$ cat src/hdl/assert_macros.svh
// assertion helpers for the rtl files, included by qsp_decoder
`ifndef ASSERT_MACROS_SVH
`define ASSERT_MACROS_SVH

// same-cycle implication, checked at every clk edge outside reset
`define QSP_ASSERT_IMPL(label, ante, cons) \
  label: assert property (@(posedge clk) disable iff (rst) (ante) |-> (cons)) \
    else $error("qsp assertion failed");

// next-cycle implication, checked at every clk edge outside reset
`define QSP_ASSERT_NEXT(label, ante, cons) \
  label: assert property (@(posedge clk) disable iff (rst) (ante) |=> (cons)) \
    else $error("qsp assertion failed");

`endif

$ cat src/hdl/qsp_pkg.sv
// ----------------------------------------------------------------------------
// qsp_pkg
// shared types, character codes and digit helper for the query string parser
// ----------------------------------------------------------------------------
`timescale 1ns / 1ps

package qsp_pkg;

  localparam logic [7:0] CH_PCT   = 8'h25;
  localparam logic [7:0] CH_PLUS  = 8'h2B;
  localparam logic [7:0] CH_SPACE = 8'h20;
  localparam logic [7:0] CH_AMP   = 8'h26;
  localparam logic [7:0] CH_EQ    = 8'h3D;
  localparam logic [7:0] CH_UPA   = 8'h41;
  localparam logic [7:0] CH_ZERO  = 8'h30;
  localparam logic [7:0] CASE_MASK = 8'hDF;
  localparam logic [7:0] HEX_TEN  = 8'd10;

  typedef struct packed {
    logic       op;
    logic [7:0] in_byte;
  } in_item_t;

  typedef struct packed {
    logic [7:0] out_byte;
    logic       is_value;
    logic       is_pair_end;
    logic       pair_kept;
  } out_item_t;

  typedef struct packed {
    logic     valid;
    in_item_t item;
  } item_beat_t;

  // digit value with no hex check, mod 256
  function automatic logic [7:0] digit_of(input logic [7:0] c);
    if (c >= CH_UPA) begin
      return (c & CASE_MASK) - CH_UPA + HEX_TEN;
    end
    return c - CH_ZERO;
  endfunction

endpackage

$ cat src/hdl/qsp_in_if.sv
// ----------------------------------------------------------------------------
// qsp_in_if
// input channel: one query string byte or end marker per beat
// ----------------------------------------------------------------------------
`timescale 1ns / 1ps

interface qsp_in_if;
  logic       valid;
  logic       ready;
  logic       op;
  logic [7:0] in_byte;

  modport source (output valid, output op, output in_byte, input ready);
  modport sink (input valid, input op, input in_byte, output ready);
endinterface

$ cat src/hdl/qsp_out_if.sv
// ----------------------------------------------------------------------------
// qsp_out_if
// output channel: one decoded byte or pair end per beat
// ----------------------------------------------------------------------------
`timescale 1ns / 1ps

interface qsp_out_if;
  logic       valid;
  logic       ready;
  logic [7:0] out_byte;
  logic       is_value;
  logic       is_pair_end;
  logic       pair_kept;

  modport source (output valid, output out_byte, output is_value,
                  output is_pair_end, output pair_kept, input ready);
  modport sink (input valid, input out_byte, input is_value,
                input is_pair_end, input pair_kept, output ready);
endinterface

$ cat src/hdl/qsp_in_stage.sv
// ----------------------------------------------------------------------------
// qsp_in_stage
// input register; takes a new beat whenever empty or being drained
// ----------------------------------------------------------------------------
`timescale 1ns / 1ps

module qsp_in_stage import qsp_pkg::*; (
  input  logic        clk,
  input  logic        rst,
  qsp_in_if.sink      in_ch,
  input  logic        take,
  output item_beat_t  beat
);

  logic     valid;
  in_item_t item;

  assign in_ch.ready = !valid || take;

  always_ff @(posedge clk) begin
    if (rst) begin
      valid <= 1'b0;
    end else if (in_ch.ready) begin
      valid <= in_ch.valid;
    end
    if (in_ch.valid && in_ch.ready) begin
      item.op      <= in_ch.op;
      item.in_byte <= in_ch.in_byte;
    end
  end

  assign beat.valid = valid;
  assign beat.item  = item;

endmodule

$ cat src/hdl/qsp_decoder.sv
// ----------------------------------------------------------------------------
// qsp_decoder
// pair phase tracking, percent decoding and result register
// ----------------------------------------------------------------------------
`timescale 1ns / 1ps
`include "assert_macros.svh"

module qsp_decoder import qsp_pkg::*; (
  input  logic        clk,
  input  logic        rst,
  input  item_beat_t  beat,
  output logic        take,
  qsp_out_if.source   out_ch
);

  typedef enum logic [1:0] {PH_KEY, PH_VAL, PH_ESC1, PH_ESC2} phase_t;

  phase_t     phase, phase_next;
  logic [3:0] high_digit, high_digit_next;
  logic       out_valid;
  out_item_t  out_item;
  out_item_t  res;
  logic       emit;
  logic [7:0] c;
  logic [7:0] dig;
  logic       is_end;
  logic       sep;

  assign c      = beat.item.in_byte;
  assign dig    = digit_of(c);
  assign is_end = beat.item.op || (c == 8'h00);
  assign sep    = is_end || (c == CH_AMP);
  assign take   = beat.valid && (!out_valid || out_ch.ready);

  always_comb begin
    phase_next      = phase;
    high_digit_next = high_digit;
    emit            = 1'b0;
    res             = '0;
    if (sep) begin
      res.is_pair_end = 1'b1;
      res.pair_kept   = (phase != PH_KEY);
      phase_next      = PH_KEY;
      emit            = 1'b1;
    end else begin
      unique case (phase)
        PH_KEY: begin
          if (c == CH_EQ) begin
            phase_next = PH_VAL;
          end else begin
            res.out_byte = c;
            emit         = 1'b1;
          end
        end
        PH_VAL: begin
          if (c == CH_PCT) begin
            phase_next = PH_ESC1;
          end else begin
            res.out_byte = (c == CH_PLUS) ? CH_SPACE : c;
            res.is_value = 1'b1;
            emit         = 1'b1;
          end
        end
        PH_ESC1: begin
          high_digit_next = dig[3:0];
          phase_next      = PH_ESC2;
        end
        PH_ESC2: begin
          res.out_byte = {high_digit, 4'h0} + dig;
          res.is_value = 1'b1;
          emit         = 1'b1;
          phase_next   = PH_VAL;
        end
      endcase
    end
  end

  always_ff @(posedge clk) begin
    if (rst) begin
      phase      <= PH_KEY;
      high_digit <= 4'h0;
      out_valid  <= 1'b0;
    end else begin
      if (take) begin
        phase      <= phase_next;
        high_digit <= high_digit_next;
      end
      if (take && emit) begin
        out_valid <= 1'b1;
        out_item  <= res;
      end else if (out_ch.ready) begin
        out_valid <= 1'b0;
      end
    end
  end

  assign out_ch.valid       = out_valid;
  assign out_ch.out_byte    = out_item.out_byte;
  assign out_ch.is_value    = out_item.is_value;
  assign out_ch.is_pair_end = out_item.is_pair_end;
  assign out_ch.pair_kept   = out_item.pair_kept;

  `QSP_ASSERT_IMPL(a_pair_end_clean, out_valid && out_item.is_pair_end,
                   out_item.out_byte == 8'h00 && !out_item.is_value)
  `QSP_ASSERT_NEXT(a_sep_to_key, take && sep, phase == PH_KEY)
  `QSP_ASSERT_IMPL(a_no_take_when_blocked, out_valid && !out_ch.ready, !take)

endmodule

$ cat src/hdl/query_string_pair_parser_core.sv
// ----------------------------------------------------------------------------
// query_string_pair_parser_core
// splits a query string into key and value bytes with percent decoding
// ----------------------------------------------------------------------------
// in_ch carries one beat per string character (op = 0) or an end marker
// (op = 1); a zero byte also ends the string. out_ch carries one beat per
// key byte, decoded value byte or pair end. the '=' that ends a key, the
// '%' and the first escape digit produce no output beat.
// an accepted input beat passes through the input register and then the
// decode and result register before its output beat appears.
// throughput is one beat per cycle while the receiver does not stall.
// when the receiver stalls, the result register holds its beat and the
// input register takes one more beat if it is empty before in_ch.ready drops.
// a synchronous reset empties both registers and returns to the key phase.
// ----------------------------------------------------------------------------
`timescale 1ns / 1ps

module query_string_pair_parser_core import qsp_pkg::*; (
  input  logic        clk,
  input  logic        rst,
  qsp_in_if.sink      in_ch,
  qsp_out_if.source   out_ch
);

  item_beat_t beat;
  logic       take;

  qsp_in_stage u_in_stage (
    .clk   (clk),
    .rst   (rst),
    .in_ch (in_ch),
    .take  (take),
    .beat  (beat)
  );

  qsp_decoder u_decoder (
    .clk    (clk),
    .rst    (rst),
    .beat   (beat),
    .take   (take),
    .out_ch (out_ch)
  );

endmodule
$ cat src/flat_wrapper.sv
// flat-port wrapper written by rule: the top's interface ports become plain ports
module query_string_pair_parser_core_flat import qsp_pkg::*;
  (clk, rst, in_ch_valid, in_ch_op, in_ch_in_byte, in_ch_ready, out_ch_valid, out_ch_out_byte, out_ch_is_value, out_ch_is_pair_end, out_ch_pair_kept, out_ch_ready);
  qsp_in_if in_ch_i ();
  qsp_out_if out_ch_i ();
  input  logic clk;
  input  logic rst;
  input wire logic [$bits(in_ch_i.valid)-1:0] in_ch_valid;
  input wire logic [$bits(in_ch_i.op)-1:0] in_ch_op;
  input wire logic [$bits(in_ch_i.in_byte)-1:0] in_ch_in_byte;
  output wire logic [$bits(in_ch_i.ready)-1:0] in_ch_ready;
  output wire logic [$bits(out_ch_i.valid)-1:0] out_ch_valid;
  output wire logic [$bits(out_ch_i.out_byte)-1:0] out_ch_out_byte;
  output wire logic [$bits(out_ch_i.is_value)-1:0] out_ch_is_value;
  output wire logic [$bits(out_ch_i.is_pair_end)-1:0] out_ch_is_pair_end;
  output wire logic [$bits(out_ch_i.pair_kept)-1:0] out_ch_pair_kept;
  input wire logic [$bits(out_ch_i.ready)-1:0] out_ch_ready;
  assign in_ch_i.valid = in_ch_valid;
  assign in_ch_i.op = in_ch_op;
  assign in_ch_i.in_byte = in_ch_in_byte;
  assign in_ch_ready = in_ch_i.ready;
  assign out_ch_valid = out_ch_i.valid;
  assign out_ch_out_byte = out_ch_i.out_byte;
  assign out_ch_is_value = out_ch_i.is_value;
  assign out_ch_is_pair_end = out_ch_i.is_pair_end;
  assign out_ch_pair_kept = out_ch_i.pair_kept;
  assign out_ch_i.ready = out_ch_ready;
  query_string_pair_parser_core u_core (.clk(clk), .rst(rst), .in_ch(in_ch_i), .out_ch(out_ch_i));
endmodule
$ cat config.mk
export PLATFORM = sky130hd
export DESIGN_NAME = query_string_pair_parser_core_flat
export DESIGN_NICKNAME = d
export VERILOG_FILES = /design/src/hdl/qsp_pkg.sv /design/src/hdl/qsp_in_if.sv /design/src/hdl/qsp_out_if.sv /design/src/hdl/qsp_in_stage.sv /design/src/hdl/qsp_decoder.sv /design/src/hdl/query_string_pair_parser_core.sv /design/src/flat_wrapper.sv
export VERILOG_INCLUDE_DIRS = /design/src /design/src/hdl
export SDC_FILE = /design/constraint.sdc
export NUM_CORES = 1
export LEC_CHECK = 0
export BUFFER_PORTS_ARGS = -buffer_cell sky130_fd_sc_hd__buf_2
export CAP_MARGIN = 0
export CORE_ASPECT_RATIO = 1.1
export CORE_MARGIN = 4
export CORE_UTILIZATION = 40
export CTS_CLUSTER_DIAMETER = 200
export DETAILED_ROUTE_END_ITERATION = 7
export SYNTH_ARGS = -nofsm -noshare
export SYNTH_HDL_FRONTEND = slang
export SYNTH_HIERARCHICAL = 1
export SYNTH_SLANG_ARGS = --single-unit
$ cat constraint.sdc
create_clock -name clk -period 4.3 [get_ports clk]
set_clock_uncertainty 0.05 [all_clocks]
set_input_delay 0.86 -clock clk [delete_from_list [all_inputs] [get_ports clk]]
set_output_delay 0.86 -clock clk [all_outputs]
set_load 0.02 [all_outputs]
# == Word-level counts from Yosys, hierarchy flattened ==
# Index checks and enable logic that the tools add are counted.
# op_classes
div,0
addsub,4
shift,0
mul,0
magnitude_cmp,1
n_mux,19
bitwise,2
n_reduce_logical,16
eq_ne,9
# ops
operator,n
$eq A8 B6 Y1 const B,4
$mux W8,4
$pmux W8 S3,1
$mux W9,1
$add A8 B4 Y8 const B,1
$add A8 B8 Y8,1
$ge A8 B7 Y1 const B,1
$logic_not A8 Y1,1
$mux W2,4
$pmux W2 S4,1
$sub A8 B6 Y8 const B,1
$sub A8 B7 Y8 const B,1
$mux W1,6
$ne A3 B3 Y1 const B,2
$reduce_and A3 Y1,2
$eq A2 B2 Y1 const B,2
$logic_or A1 B1 Y1,4
$reduce_bool A2 Y1,2
$logic_and A1 B1 Y1,3
$pmux W1 S3,1
$eq A2 B1 Y1 const B,1
$logic_not A1 Y1,2
$logic_not A2 Y1,1
$not A1 Y1,2
other kinds (2),2
# totals
latchBits,0
mem_bits_rw,0
output_inout_bits,13
mem_count,0
romBits,0
input_bits,13
word_cells,61
regBits,28

# == Longest topological paths before layout ==
# Gate-level depths: netlist of run 1.
# depth
ltp_word,6
depth_mapped,12
mapped_depth_nobuf,12

# == Modules after synthesis ==
# Netlist of run 1, hierarchy kept.
# by_module_without_submodules
mod,cells_per_inst,seq_area_each_um2,n_inst,area_each_um2
qsp_decoder,144,470.5,1,1390.1
qsp_in_stage,15,290.3,1,332.8

# == Worst setup path after synthesis of run 1 ==
# No wires, ideal clock.
# synth_path
path_kind,reg2reg
from,reg u_core.u_in_stage.item (netlist bit u_core/u_in_stage/beat[0])
to,"reg u_core.u_decoder.out_item (netlist bit u_core/u_decoder/out_ch.out_byte[6]), data pin"
setup_slack_ns,1.170
arrival_ns,2.815
n_path_buf,0
synth_period_minus_slack_ns,3.130
setup_ns,0.265
required_ns,3.985
stages_incl_launch_ff,13
cell_sequence,edfxtp_1 > inv_1 > ha_1 > or4b_4 > a311oi_4 > a211oi_1 > xnor2_1 > ha_1 > inv_1 > fa_1 > xnor2_1 > a22oi_1 > nor2_1
# synth_via
elab_chain_len,6
word_cells_on_any_way,19
classes_between,add/sub: 4; order compare: 1; eq/ne: 4; mux: 7; reduce/logical: 3
# synth_lines
element,line_no,rtl
start: declaration,qsp_in_stage.sv:16,in_item_t item;
$sub A8 B7 Y8,qsp_pkg.sv:39,return (c & CASE_MASK) - CH_UPA + HEX_TEN;
$add A8 B4 Y8,qsp_pkg.sv:39,
$mux W8,qsp_pkg.sv:38,if (c >= CH_UPA) begin
$mux W8,qsp_pkg.sv:41,return c - CH_ZERO;
$add A8 B8 Y8,qsp_decoder.sv:69,"res.out_byte = {high_digit, 4'h0} + dig;"
$pmux W8 S3,qsp_decoder.sv:46,unique case (phase)
end signal: assignment,qsp_decoder.sv:90,out_item <= res;
end: declaration,qsp_decoder.sv:21,out_item_t out_item;
# Several ways; a longest one is shown, not always the timed one. The select of a mux whose other input is x is not followed.
# A chain may end at the register's enable or synchronous reset.

# == Worst setup path after layout of run 1 ==
# Same ends and word-level chain as after synthesis.

==> results of run 1 <==
[how the worst max path moves through the flow]
stage | start | end | slack, ps | cells after the start
floorplan | u_core/u_in_stage/beat[0] | u_core/u_decoder/out_ch.out_byte[6] | 1170 | 12
global placement | u_core/u_in_stage/beat[0] | u_core/u_decoder/out_ch.out_byte[6] | 880 | 12
detailed placement | u_core/u_in_stage/beat[0] | u_core/u_decoder/out_ch.out_byte[6] | 840 | 12
CTS | u_core/u_in_stage/beat[0] | u_core/u_decoder/out_ch.out_byte[6] | 830 | 12
global route | u_core/u_in_stage/beat[0] | u_core/u_decoder/out_ch.out_byte[6] | 620 | 12
finish | u_core/u_in_stage/beat[0] | u_core/u_decoder/out_ch.out_byte[6] | 830 | 12
[final cells by class]
class	instances	area, um2	share of cell area
timing repair buffer	26	132.6	0.06883
inverter	17	63.81	0.03312
tap	52	65.06	0.03377
clock buffer	4	45.04	0.02338
sequential	28	760.7	0.3948
multi-input combinational	108	859.6	0.4461
[registers in the layout, indices dropped and copies added (netlist names)]
name                                 flops
u_core/u_in_stage/beat                   9
u_core/u_decoder/out_ch.out_byte         8
u_core/u_decoder/high_digit              4
u_core/u_decoder/phase                   2
u_core/u_decoder/out_ch.is_pair_end      1
u_core/u_decoder/out_ch.is_value         1
u_core/u_decoder/out_ch.pair_kept        1
u_core/u_decoder/out_ch.valid            1
u_core/u_in_stage/valid                  1
[tightest hold or removal path, cell delays in order, from the launching register on]
cell      delay [ps]
dfxtp_1          320
nand2b_1          80
a21oi_1           70
[power breakdown]
part           leakage [nW]  internal, mW  switching, mW
sequential            0.252         0.302         0.0100
clock                0.0228        0.0665         0.0815
combinational         0.489        0.0338         0.0501
[layout by cell type, fill, tap and decap left out, types with 8 or more instances in the layout]
| master | n |
|---|---|
| inv_1 | 17 |
| edfxtp_1 | 20 |
| nor2_1 | 9 |
| o21ai_0 | 10 |
| ha_1 | 19 |
| dfxtp_1 | 8 |
| nand2_1 | 8 |
| xnor2_1 | 8 |
| buf_2 | 25 |
| a21oi_1 | 8 |
[layer usage]
metal / GRT usage / share of wire / vias up
met5: 0 / 0 / -
met4: 0.06955 / 0.031 / 0
met3: 0.02092 / 0.071 / 8
met2: 0.2219 / 0.47 / 56
met1: 0.1694 / 0.43 / 582
li1: - / - / 616
[cell families after synthesis]
| kind of cell | after synthesis | synth area share |
|---|---|---|
| compound gates | 39 | 0.1692 |
| simple gates | 38 | 0.1220 |
| flops | 28 | 0.4415 |
| buf+inv | 23 | 0.05954 |
| fa+ha+maj | 20 | 0.1496 |
| xor+xnor | 8 | 0.04067 |
| mux | 3 | 0.01743 |
[cells in the mapped netlist, types with 2 or more instances]
master	count
inv_1	17
a211oi_2	2
a31oi_1	2
nor2_1	9
xnor2_1	8
a22oi_1	2
a21oi_1	8
ha_1	19
edfxtp_1	20
dfxtp_1	8
nand3_1	3
nand2b_1	3
o21ai_0	10
nand2_1	8
nor2b_1	3
nor3_1	3
a32o_1	2
a211oi_1	3
mux2i_1	3
buf_4	2
[metrics by stage]
step           cell area [um2]  power, mW  instances
2_1_floorplan             1723     0.3777        159
3_3_place_gp              1882     0.4011        231
3_5_place_dp              1882     0.4017        231
4_1_cts                   1927     0.5487        235
5_1_grt                   1927     0.5710        235
6_report                  1927     0.5436        235
==> flow_metrics.env, run 1 <==
export IMPL_cts_max_level=1
export IMPL_rsz0062_at_grt="false"
export IMPL_worstSetupEndpointType="register"
export IMPL_cp_start_kind="register"
export IMPL_place_port_buffers=25
export IMPL_hold_path_end="u_core/u_decoder/out_ch.valid"
export IMPL_maxCapViolations=0
export IMPL_vias=1262
export IMPL_area_delta_synth_final_pct=11.84
export IMPL_vias_per_cell=5.370
export IMPL_grt_pass1_vias=1256
export IMPL_antenna_found_initial=0
export IMPL_n_fill_cell=399
export IMPL_ios=26
export IMPL_core_area_um2=4054
export IMPL_grt_total_usage=0.1348
export IMPL_drtIter0Drc=44
export IMPL_firstDrtPassIters=4
export IMPL_postCtsSetupBuffers=0
export IMPL_crit_required_ps=4280
export IMPL_n_antenna_cell=0
export IMPL_grt_remaining_overflow=0
export IMPL_num_rows=24
export IMPL_hpwl_um=2786
export IMPL_slowest_stage="a311oi_4"
export IMPL_synth_area_leaders="edfxtp_1, ha_1, dfxtp_1"
export IMPL_dieWidth_um=70.58
export IMPL_cts_resized=0
export IMPL_worst_path_largest_cell_delay_ps=530
export IMPL_gp_congestion=0.7906
export IMPL_critical_path_top_delay_family="compound AO/OA/AOI/OAI gates"
export IMPL_wl_per_cell_um=14.65
export IMPL_async_flop_share=0
export IMPL_synth_ff_type="edfxtp_1"
export IMPL_yosysTopAreaCell="edfxtp_1"
export IMPL_min_from="u_core/u_decoder/out_ch.valid"
export IMPL_yosysUniqueCellTypes=44
export IMPL_cp_max_fo=8
export IMPL_nets=217
export IMPL_hp_class="reg2reg"
export IMPL_hold_violations=0
export IMPL_path_class="reg2reg"
export IMPL_drive_gt1_frac=0.2131
export IMPL_p_per_area_nw_per_um2=282.1
export IMPL_syn_num_nets=192
export IMPL_arrival_ps=3450
export IMPL_tns_ps=0
export IMPL_crit_chain="inv_1, ha_1, or4b_4, a311oi_4, a211oi_1, xnor2_1, ha_1, inv_1, fa_1, xnor2_1, a22oi_1, nor2_1"
export IMPL_cts_buffers=3
export IMPL_slew_headroom=0.5842
export IMPL_min_path_cells=2
export IMPL_finalSetupViolCount=0
export IMPL_p_leak_nw=0.7642
export IMPL_yosysWarnings=6
export IMPL_seq_area_frac_synth=0.4415
export IMPL_netlist_instances=159
export IMPL_grt_max_degree=16
export IMPL_peakVddDrop_v=0.0001563
export IMPL_clock_path_buffers=2
export IMPL_start_util=0.4250
export IMPL_worst_pin_slew_ps=617.2
export IMPL_synth_area_um2=1723
export IMPL_clk_latency_ps=280
export IMPL_synth_edff_count=20
export IMPL_period_minus_slack_ps=3466
export IMPL_drv_slew=0
export IMPL_post_route_period_util=0.8062
export IMPL_timing_final_ws_setup_ps=833.5
export IMPL_cts_hold_buffers=0
export IMPL_hold_slack_ps=475.8
export IMPL_synth_top_area_share=0.3486
export IMPL_cts_root_buf="clkbuf_8"
export IMPL_fin_util=0.4753
export IMPL_clock_sinks=28
export IMPL_avgSynthCellArea_um2=10.84
export IMPL_wirelength_um=3442
export IMPL_grt_pass1_wl_um=5871
export IMPL_cts_clk_slew_worst_paths_ps=100
export IMPL_ys_seq_elements=28
export IMPL_r2r_start="u_core/u_in_stage/beat[0]"
export IMPL_drc=0
export IMPL_antenna_left=0
export IMPL_cts_tree="built"
export IMPL_worst_path_buf_inv=2
export IMPL_chipHeight_um=76.84
export IMPL_dp_slack_ps=839.8
export IMPL_fmax_mhz=288.5
export IMPL_status="complete, no violations"
export IMPL_ff2ff_setup_slack_ps=830
export IMPL_dieArea_um2=5423
export IMPL_timing_rr_end="u_core/u_decoder/out_ch.out_byte[6]"
export IMPL_r2r_cells=12
No activity file was read; power rests on OpenSTA's default activity.
==> run 2: changes to the inputs <==
--- a/config.mk
+++ b/config.mk
@@ -6,6 +6,7 @@
 export SDC_FILE = /design/constraint.sdc
 export NUM_CORES = 1
 export LEC_CHECK = 0
+export ABC_AREA = 1
 export BUFFER_PORTS_ARGS = -buffer_cell sky130_fd_sc_hd__buf_2
 export CAP_MARGIN = 0
 export CORE_ASPECT_RATIO = 1.1
==> constraint.sdc (replaced) <==
create_clock -name clk -period 3.1 [get_ports clk]
set_clock_uncertainty 0.05 [all_clocks]
set_input_delay 0.62 -clock clk [delete_from_list [all_inputs] [get_ports clk]]
set_output_delay 0.62 -clock clk [all_outputs]
set_load 0.02 [all_outputs]
==> run 2 against run 1 <==
  * Global-route usage shrank 1.0 points
  * Combinational power grew 100%
  * Clock power is 30% higher
  * Synthesized area is 4.4% higher
  * Register-to-register slack got worse by 550 ps
  * Largest cell class unchanged
  * Critical path depth rose by 7
  * Non-clock buffer count grew 4
  * Total power up 47%
  * Largest power group unchanged
  * First-iteration DRC count increased by 57%
==> flow_metrics.env, run 2 <==
export IMPL_peakVddDrop_v=0.0001984
export IMPL_drc=0
export IMPL_status="complete, no violations"
export IMPL_yosysWarnings=6
export IMPL_p_leak_nw=0.9633
export IMPL_cts_buffers=3
export IMPL_power_internal_mw=0.5720
export IMPL_gp_congestion=0.9312
export IMPL_synth_edff_count=20
export IMPL_antenna_left=0
export IMPL_timing_final_ws_setup_ps=283.3
export IMPL_core_area_um2=4317
export IMPL_synth_top_area_share=0.3338
export IMPL_yosysMostFrequentCell="nand2_1"
export IMPL_grt_pass1_vias=1266
export IMPL_clk_latency_ps=270
export IMPL_dp_slack_ps=189.3
export IMPL_finalSetupViolCount=0
export IMPL_chipHeight_um=78.34
export IMPL_syn_num_nets=239
export IMPL_hold_violations=0
export IMPL_hp_class="reg2reg"
export IMPL_clock_sinks=28
export IMPL_drv_slew=0
export IMPL_yosysTopAreaCell="edfxtp_1"
export IMPL_drtIter0Drc=69
export IMPL_final_cell_mix="nand2_1, inv_1, buf_2"
export IMPL_slew_headroom=0.7220
export IMPL_tns_ps=0
export IMPL_post_route_period_util=0.9086
export IMPL_seq_area_frac_synth=0.4228
export IMPL_fmax_mhz=355.0
export IMPL_cp_max_fo=12
export IMPL_drive_gt1_frac=0.2321
export IMPL_clock_path_buffers=2
export IMPL_n_antenna_cell=0
export IMPL_synthTopCellsByCount="nand2_1, inv_1, edfxtp_1, nand3_1, ha_1"
export IMPL_grt_pass1_wl_um=5582
export IMPL_crit_required_ps=3160
export IMPL_multi_input_area_um2=868.3
export IMPL_seqCellArea_um2=760.7
export IMPL_firstDrtPassIters=4
export IMPL_grt_max_degree=15
export IMPL_dieArea_um2=5636
export IMPL_yosysUniqueCellTypes=27
export IMPL_async_flop_share=0
export IMPL_avgSynthCellArea_um2=8.734
export IMPL_vias_per_cell=4.759
export IMPL_wirelength_um=3313
export IMPL_start_util=0.4168
export IMPL_cts_root_buf="clkbuf_8"
export IMPL_largest_reg_flops=9
export IMPL_place_port_buffers=25
export IMPL_synth_area_leaders="edfxtp_1, ha_1, dfxtp_1"
export IMPL_pwr_share_seq=0.549
export IMPL_wl_per_cell_um=11.38
export IMPL_arrival_ps=2880
export IMPL_netlist_instances=206
export IMPL_hold_slack_ps=440.2
export IMPL_period_minus_slack_ps=2817
export IMPL_cts_tree="built"
export IMPL_synth_ff_type="edfxtp_1"
export IMPL_n_fill_cell=434
export IMPL_p_per_area_nw_per_um2=388.5
export IMPL_dieWidth_um=71.95
export IMPL_ios=26
export IMPL_hpwl_um=2723
export IMPL_mostFrequentLayoutCell="nand2_1"
export IMPL_dp_cells=284
export IMPL_area_delta_synth_final_pct=14.05
export IMPL_ff2ff_setup_slack_ps=280
export IMPL_path_class="reg2reg"
export IMPL_synth_area_um2=1799
export IMPL_worst_pin_slew_ps=412.7
export IMPL_antenna_found_initial=0
export IMPL_final_cells=291
export IMPL_cts_clk_slew_worst_paths_ps=90
export IMPL_nets=272
export IMPL_ys_seq_elements=28
export IMPL_grt_total_usage=0.1246
export IMPL_p_sw_frac=0.2824
export IMPL_worstSetupEndpointType="register"
export IMPL_vias=1385
export IMPL_maxCapViolations=0
export IMPL_combPwrFrac=0.210
export IMPL_num_rows=25
export IMPL_rsz0062_at_grt="false"
export IMPL_pwr_share_clk=0.240
export IMPL_cp_start_kind="register"
export IMPL_p_sw_mw=0.2251
export IMPL_cts_max_level=1
export IMPL_grt_remaining_overflow=0
export IMPL_total_power_mw=0.7971
==> run 2: cell types whose count changed in the layout (fill, tap and decap cells not counted), moves of 6 or more <==
cell,delta
inv_1,+15
inv_2,+6
nand3_1,+17
nor2_1,+6
xnor2_1,-8
nand2_1,+26
==> run 2: metal layers <==
layer	part of all wire	track usage	vias up
li1	-	-	728
met1	0.44	0.1564	615
met2	0.48	0.2123	40
met3	0.074	0.02177	2
met4	0.0069	0.04511	0
met5	0	0	-
==> run 2: path summary, 6_finish.rpt <==
| path | from | endpoint | depth (start not counted) |
|---|---|---|---|
| worst max register to register | u_core/u_in_stage/beat[1] | u_core/u_decoder/out_ch.out_byte[7] | 19 |
| worst min-delay path | u_core/u_decoder/out_ch.valid | u_core/u_decoder/out_ch.valid | 2 |
| worst min register to register | u_core/u_decoder/out_ch.valid | u_core/u_decoder/out_ch.valid | 2 |
| worst max-delay path | u_core/u_in_stage/beat[1] | u_core/u_decoder/out_ch.out_byte[7] | 19 |
==> run 2: cells by family after synthesis <==
family,Yosys count,share of synthesized area
AO/OA/AOI/OAI,26,0.07928
AND/OR/NAND/NOR,86,0.2357
buffers and inverters,41,0.09458
adder cells (fa/ha/maj),20,0.1433
XOR/XNOR,5,0.02434
flip-flops,28,0.4228
==> run 2: area by class of cell <==
cell class / count / area share
sequential: 28 / 0.3707
clock buffer: 3 / 0.02012
timing repair buffer: 30 / 0.07927
tap: 54 / 0.03293
multi-input combinational: 137 / 0.4232
inverter: 39 / 0.07378
==> run 2: worst max-delay path: stages, from the launching register on <==
cell,delay (ps)
edfxtp_1,470
inv_1,150
ha_1,160
inv_1,30
nor2_1,70
nand2_1,60
nand2_2,60
nand2_2,130
or2_2,310
o211ai_1,160
inv_1,80
ha_1,280
nand3_1,90
nand3_1,80
nand2_1,50
nand2_1,70
inv_1,40
nand2_1,60
nand3_1,70
a21oi_1,170
==> run 2: timing repair <==
| action | CTS | global route |
|---|---|---|
| gates resized for setup | 0 | 1 |
| endpoints found under the setup margin | 0 | 1 |
| hold buffers | 0 | 0 |
| endpoints found under the hold margin | 0 | 0 |
| buffers inserted | 0 | 4 |
==> run 2: power by group through the flow <==
| stage | combinational [mW] | clock [mW] | sequential, mW |
|---|---|---|---|
| 2_1_floorplan | 0.114 | 0 | 0.453 |
| 3_3_place_gp | 0.162 | 0 | 0.448 |
| 3_5_place_dp | 0.161 | 0 | 0.448 |
| 4_1_cts | 0.162 | 0.198 | 0.439 |
| 5_1_grt | 0.190 | 0.216 | 0.440 |
| 6_report | 0.168 | 0.192 | 0.438 |
==> run 2: through the flow <==
| step | cell area (um2) | utilization |
|---|---|---|
| global placement | 1981 | 0.4588 |
| global route | 2052 | 0.4754 |
| floorplan | 1799 | - |
| detailed placement | 1981 | 0.4588 |
| finish | 2052 | 0.4754 |
| CTS | 2022 | 0.4684 |
